--- src/rtl/geco_pkg.sv ---
// Package with the item types, request codes and multiplier link types of the contraction core.
package geco_pkg;

  localparam logic [1:0] REQ_WEIGHT = 2'd0;
  localparam logic [1:0] REQ_EDGE   = 2'd1;
  localparam logic [1:0] REQ_START  = 2'd2;

  localparam logic CFG_VERTEX_COUNT = 1'b0;
  localparam logic CFG_EDGE_COUNT   = 1'b1;

  localparam int CFG_DATA_W = 6;

  localparam logic [63:0] U64_MAX = 64'hFFFF_FFFF_FFFF_FFFF;

  typedef struct packed {
    logic [1:0]  req_type;
    logic [3:0]  row;
    logic [3:0]  col;
    logic [15:0] weight;
    logic [4:0]  edge_slot;
    logic [3:0]  end_a;
    logic [3:0]  end_b;
  } in_item_t;

  typedef struct packed {
    logic [4:0]  edge_id;
    logic        contracted;
    logic [63:0] step_cost;
    logic [63:0] total_cost;
    logic        overflow;
    logic        last;
  } out_item_t;

  typedef struct packed {
    logic        start;
    logic [63:0] a;
    logic [63:0] b;
  } mul_req_t;

  typedef struct packed {
    logic         done;
    logic [127:0] prod;
  } mul_rsp_t;

endpackage

--- src/rtl/geco_mul.sv ---
// Multi-cycle 64 by 64 bit multiplier built from one 32 by 32 bit partial product per cycle.
module geco_mul (
  input  logic               clk,
  input  logic               rst,
  input  geco_pkg::mul_req_t req,
  output geco_pkg::mul_rsp_t rsp
);
  import geco_pkg::*;

  logic [63:0]  a_q;
  logic [63:0]  b_q;
  logic [127:0] acc;
  logic [1:0]   cnt;
  logic         busy;
  logic         done;
  logic [31:0]  ha;
  logic [31:0]  hb;
  logic [63:0]  pp;
  logic [6:0]   shamt;
  logic [127:0] pp_sh;

  always_comb begin
    ha = cnt[1] ? a_q[63:32] : a_q[31:0];
    hb = cnt[0] ? b_q[63:32] : b_q[31:0];
    pp = {32'd0, ha} * {32'd0, hb};
    if (cnt == 2'd0) begin
      shamt = 7'd0;
    end else if (cnt == 2'd3) begin
      shamt = 7'd64;
    end else begin
      shamt = 7'd32;
    end
    pp_sh = {64'd0, pp} << shamt;
  end

  always_ff @(posedge clk) begin
    if (rst) begin
      busy <= 1'b0;
      done <= 1'b0;
      cnt  <= 2'd0;
    end else begin
      done <= busy && !req.start && (cnt == 2'd3);
      if (req.start) begin
        a_q  <= req.a;
        b_q  <= req.b;
        acc  <= '0;
        cnt  <= 2'd0;
        busy <= 1'b1;
      end else if (busy) begin
        acc <= acc + pp_sh;
        cnt <= cnt + 2'd1;
        if (cnt == 2'd3) begin
          busy <= 1'b0;
        end
      end
    end
  end

  assign rsp.done = done;
  assign rsp.prod = acc;
endmodule

--- config.mk ---
export PLATFORM = sky130hd
export DESIGN_NAME = geco_mul
export DESIGN_NICKNAME = d
export VERILOG_FILES = /design/src/rtl/geco_pkg.sv /design/src/rtl/geco_mul.sv
export SDC_FILE = /design/constraint.sdc
export NUM_CORES = 2
export LEC_CHECK = 0
export BUFFER_PORTS_ARGS = -buffer_cell sky130_fd_sc_hd__buf_4
export CAP_MARGIN = 20
export CORE_MARGIN = 4
export CORE_UTILIZATION = 36
export DETAILED_ROUTE_END_ITERATION = 12
export GPL_TIMING_DRIVEN = 0
export SYNTH_ARGS = -nofsm -noshare
export SYNTH_HDL_FRONTEND = slang
export SYNTH_SLANG_ARGS = --single-unit
--- constraint.sdc ---
create_clock -name clk -period 10.65 [get_ports clk]
set_input_delay 1.5975 -clock clk [delete_from_list [all_inputs] [get_ports clk]]
set_output_delay 1.5975 -clock clk [all_outputs]
set_load 0.01 [all_outputs]
-- Yosys cells after proc, flatten, opt, wreduce, memory -nomap -nowiden
Index checks and enable logic that the tools add are counted.
- bits in registers: 260
- input bits: 131
- output and inout port bits: 129
- word-level logic and storage cells: 28
- $add $sub $neg: 2
- multipliers: 1
- equal/unequal tests: 1
- shifts and indexed selects: 1
- muxes and demuxes: 8
- bitwise logic cells: 1
- reductions and logical operators: 8
- operators by type and width (cell ; count):
    128-bit adder ; 1
    128-bit two-way mux ; 1
    64-bit by 7-bit left shift with 128-bit output ; 1
    32-bit by 32-bit multiplier with 64-bit output ; 1
    32-bit two-way mux ; 2
    7-bit two-way mux ; 2
    2-bit AND reduction ; 2
    1-bit two-way mux ; 3
    2-bit by 1-bit adder with 2-bit output, second input constant ; 1
    2-bit equality test, second input constant ; 1
    1-bit logical AND ; 2
    2-bit logical NOT ; 1
    2-bit nonzero test ; 1
    2-bit OR reduction ; 1
    1-bit logical NOT ; 1
    1-bit NOT ; 1

-- Logic depth before layout (Yosys ltp)
- word-level depth: 6
- mapped depth: 45
- mapped depth without buffers: 40

-- Worst setup path after synthesis
No wires, ideal clock.
- kind: register to register
- start: register cnt[1]
- end: register acc[126], data pin
- arrival: 10648 ps
- required time: 10386 ps
- slack: -261 ps
- stages on the path, launching flop included: 41
- path buffers: 4
- clock period less this slack: 10911 ps
- path through: dfxtp_1 > clkbuf_1 > buf_1 > mux2i_1 > clkbuf_1 > nor2_1 > fa_1 > inv_1 > fa_1 > fa_1 > fa_1 > inv_1 > fa_1 > inv_1 > fa_1 > inv_1 > fa_1 > fa_1 > [5 not listed] > a221oi_2 > o31ai_4 > a221oi_2 > nand2_1 > a21o_1 > a211oi_1 > o32ai_1 > ha_1 > clkbuf_1 > nand4_1 > nor3_1 > nand2_1 > or4b_4 > a21oi_4 > o211a_4 > o2111ai_1 > a31oi_1 > o31ai_2
- longest elaborated chain between the ends: 6
- RTL lines (item ; RTL line ; text):
    start: declaration ; geco_mul.sv:13 ; logic [1:0] cnt;
    start signal: assignment ; geco_mul.sv:51 ; cnt <= cnt + 2'd1;
    parallel branches: the longest is 3 deep, another holds 32-bit by 32-bit multiplier with 64-bit output ; - ;
    64-bit by 7-bit left shift with 128-bit output * ; geco_mul.sv:33 ; pp_sh = {64'd0, pp} << shamt;
    128-bit adder * ; geco_mul.sv:50 ; acc <= acc + pp_sh;
    128-bit two-way mux * ; geco_mul.sv:49 ; end else if (busy) begin
    end signal: assignment ; geco_mul.sv:50 ;
    end: declaration ; geco_mul.sv:12 ; logic [127:0] acc;
Every way passes the cells marked *. The select of a mux whose other input is x is not followed.
A chain may end at the register's enable or synchronous reset.

-- Worst setup path after layout
- start: register cnt[0]
- end: register acc[120], data pin
- longest elaborated chain between the ends: 6
- RTL lines (item ; RTL line):
    parallel branches: the longest is 3 deep, another holds 32-bit by 32-bit multiplier with 64-bit output ; -
    64-bit by 7-bit left shift with 128-bit output * ; geco_mul.sv:33
    128-bit adder * ; geco_mul.sv:50
    128-bit two-way mux * ; geco_mul.sv:49
Marked as above.

==> run summary <==
Status: finished with violations
Violated checks: negative setup slack
FP Rows: 139
First-pass GRT wire length: 335,000 um
Pin count of the biggest net entering global routing: 35
Initial antenna violation count: 4
Crit path max-delay cell type: fa_1
Max-slew headroom: 18.8%
Maximum buffer depth of the clock tree: 3
Post-synth ARST share: 0%
Syn Inst Count: 5,844
Core box area: 0.143 mm2
Total vias in the final route: 47,700
Synth cell types: 99
Post-route worst setup slack: -0.575 ns
Num CTS Buffers: 37
Starting DRT DRC Count: 4,977
Share of layout cells above drive strength 1: 25.3%
Post-synth top area cell: fa_1
I/O pins: 260
Seq/Total Area, Yosys: 15.0%
WL/cell: 28.1 um
Setup_tns: -22.03 ns
Number of max-cap violations: 0
Mux contribution to synthesized area: 3.16%
Routed wire length: 237,000 um
GRT Residual Overflow: 0
Setup Crit Path Kind: flip-flop to flip-flop
Top cells by area, synth: fa_1 (35%), edfxtp_1 (15%), ha_1 (9.4%)
Gpl congestion: 1.02
XOR/XNOR Fraction of Synth Area: 2.58%
Initial core utilization: 36.2%
CTS H-tree depth: 2
Vias per std cell: 5.64
Synth top area share: 34.6%
# DRC: 0
Die ar.: 0.150 mm2
Worst Clk Skew: 0.0524 ns
Synth warn: 0
Slew @ Worst Pin: 1.22 ns
# fillers: 13,500
Fin util: 47.2%
Antenna Nets Post-Route: 0
CP Capture Type: flip-flop
Most frequent cell after synthesis: inv_1
Die Width: 388 um
CTS sink count: 260
Final setup vio count: 69
Critical path data arrival time: 11.58 ns
Critical Path Start Type: flip-flop
HP Class: flip-flop to flip-flop
Cell area after synthesis: 0.0519 mm2
Die height: 388 um
Later-pin clock latency in the skew report: 0.64 ns
TritonRoute pass-1 iters: 8
Post-synthesis compound-gate area fraction: 10.6%
Worst-path maximum fanout: 10
# port buffers: 259
Syn nets: 7,264
Crit-path most repeated cell: fa_1
Simple-Gate Fraction of Synth Area: 15.8%
WP data required: 11.01 ns
Total track usage: 30.6%
HPWL Detailed: 190,000 um
Yosys reg bits: 260
Most used flip-flop cell after synthesis: edfxtp_1
Post-synth EDFFs: 256
Reg clk slew, reported paths: 0.07 ns
Crit share post-route: 105%
Post-Synthesis Mean Instance Area: 8.88 um2
CTS root buffer: clkbuf_16
RSZ-0062 raised after global routing: true
Main combinational cell family by area after synthesis: adder cells
Final number of max-transition violations: 0
# hold bufs at CTS: 0
Final min period: 11.23 ns
Final hold vios: 0
Max stage delay on crit path: 0.60 ns
Fmax: 89.1 MHz
Post-synth top cells: inv_1 (911), fa_1 (897), nor2_1 (887)
Nets: 7,943
P&R area growth vs syn: 30.5%
CTS tree: done
Vias in the first global route: 47,700
Synth Area in Adders: 44.0%
==> worst paths after layout <==
check	startpoint	to	cells after the start	slack, ns
setup / recovery	cnt[0]$_SDFFE_PP0P_	acc[120]$_SDFFCE_PP0P_	40	-0.58
hold / removal	busy$_SDFF_PP0_	done$_SDFF_PP0_	2	0.52
setup reg to reg	cnt[0]$_SDFFE_PP0P_	acc[120]$_SDFFCE_PP0P_	40	-0.58
hold reg to reg	busy$_SDFF_PP0_	done$_SDFF_PP0_	2	0.52
==> timing repair <==
item,CTS,global route
cloned,4,4
setup buffers,234,145
resized for setup,1006,490
setup endpoints to repair,116,89
endpoints found under the hold margin,0,0
pin swaps,184,295
==> cell families (layout without fill, tap and decap cells) <==
kind of cell	Yosys count	count (layout)
mux	155	155
buf+inv	1201	1906
fa+ha+maj	1289	1289
flops	260	260
compound gates	857	857
simple gates	1929	1929
other cells	0	5
xor+xnor	153	153
==> registers in the layout, summed over array words and instances (netlist names) <==
name  count
a_q      64
acc     128
b_q      64
busy      1
cnt       2
done      1
==> through the flow <==
step                std cells  hold slack (ns)  instance area (um2)  setup WS [ns]
detailed placement       8044            0.506                56800          -4.36
CTS                      8320            0.515                64500         -0.530
global route             8452            0.559                67700         -0.741
finish                   8457            0.524                67800         -0.575
floorplan                5844            0.465                51900         0.0240
global placement         8006            0.501                56200          -4.84
==> area by class of cell <==
class / instances / area [um2] / area share [%]
multi-input combinational: 4383 / 44200 / 65.3
clock inverter: 23 / 288 / 0.425
tap: 1903 / 2380 / 3.51
antenna: 5 / 12.5 / 0.0185
inverter: 915 / 3440 / 5.07
sequential: 260 / 7770 / 11.5
buffer: 247 / 2600 / 3.83
timing repair buffer: 679 / 6080 / 8.97
clock buffer: 42 / 945 / 1.39
==> critical path, delay by kind of cell, from the launching register on <==
family / cells / cell delay (ns)
compound gates: 11 / 2.13
fa+ha+maj: 10 / 4.79
buf+inv: 8 / 1.31
flops: 1 / 0.35
mux: 2 / 0.61
simple gates: 9 / 1.69
==> cells in the final DEF (no fill, tap or decap), types with 29 or more instances in the layout <==
cell / instances
inv_1: 885
fa_1: 847
nor2_1: 842
nand2_1: 600
buf_4: 574
ha_1: 323
edfxtp_1: 256
a21oi_1: 204
a21o_1: 100
o21ai_0: 85
nand4_1: 73
clkbuf_1: 70
a21oi_2: 66
clkbuf_16: 65
buf_6: 65
mux2i_4: 62
xnor2_1: 62
o21bai_1: 60
nor3_1: 57
buf_12: 55
ha_4: 53
fa_2: 50
xor2_1: 48
clkbuf_8: 45
mux2_4: 43
nand3_1: 38
o21ai_1: 35
and2_1: 35
o21ai_2: 31
inv_2: 29
==> routing by layer <==
layer,routed length (um),part of all wire [%],GRT usage [%],up-vias
met2,102000,43,45.9,2868
met5,13,0.0055,0,-
li1,-,-,-,20200
met1,92500,39,40.5,24100
met3,27800,12,8.84,593
met4,15300,6.4,15.0,2
Power is left out: the tool's default activity adds up to more than one toggle a clock period on the data nets, which glitch-free logic cannot reach.
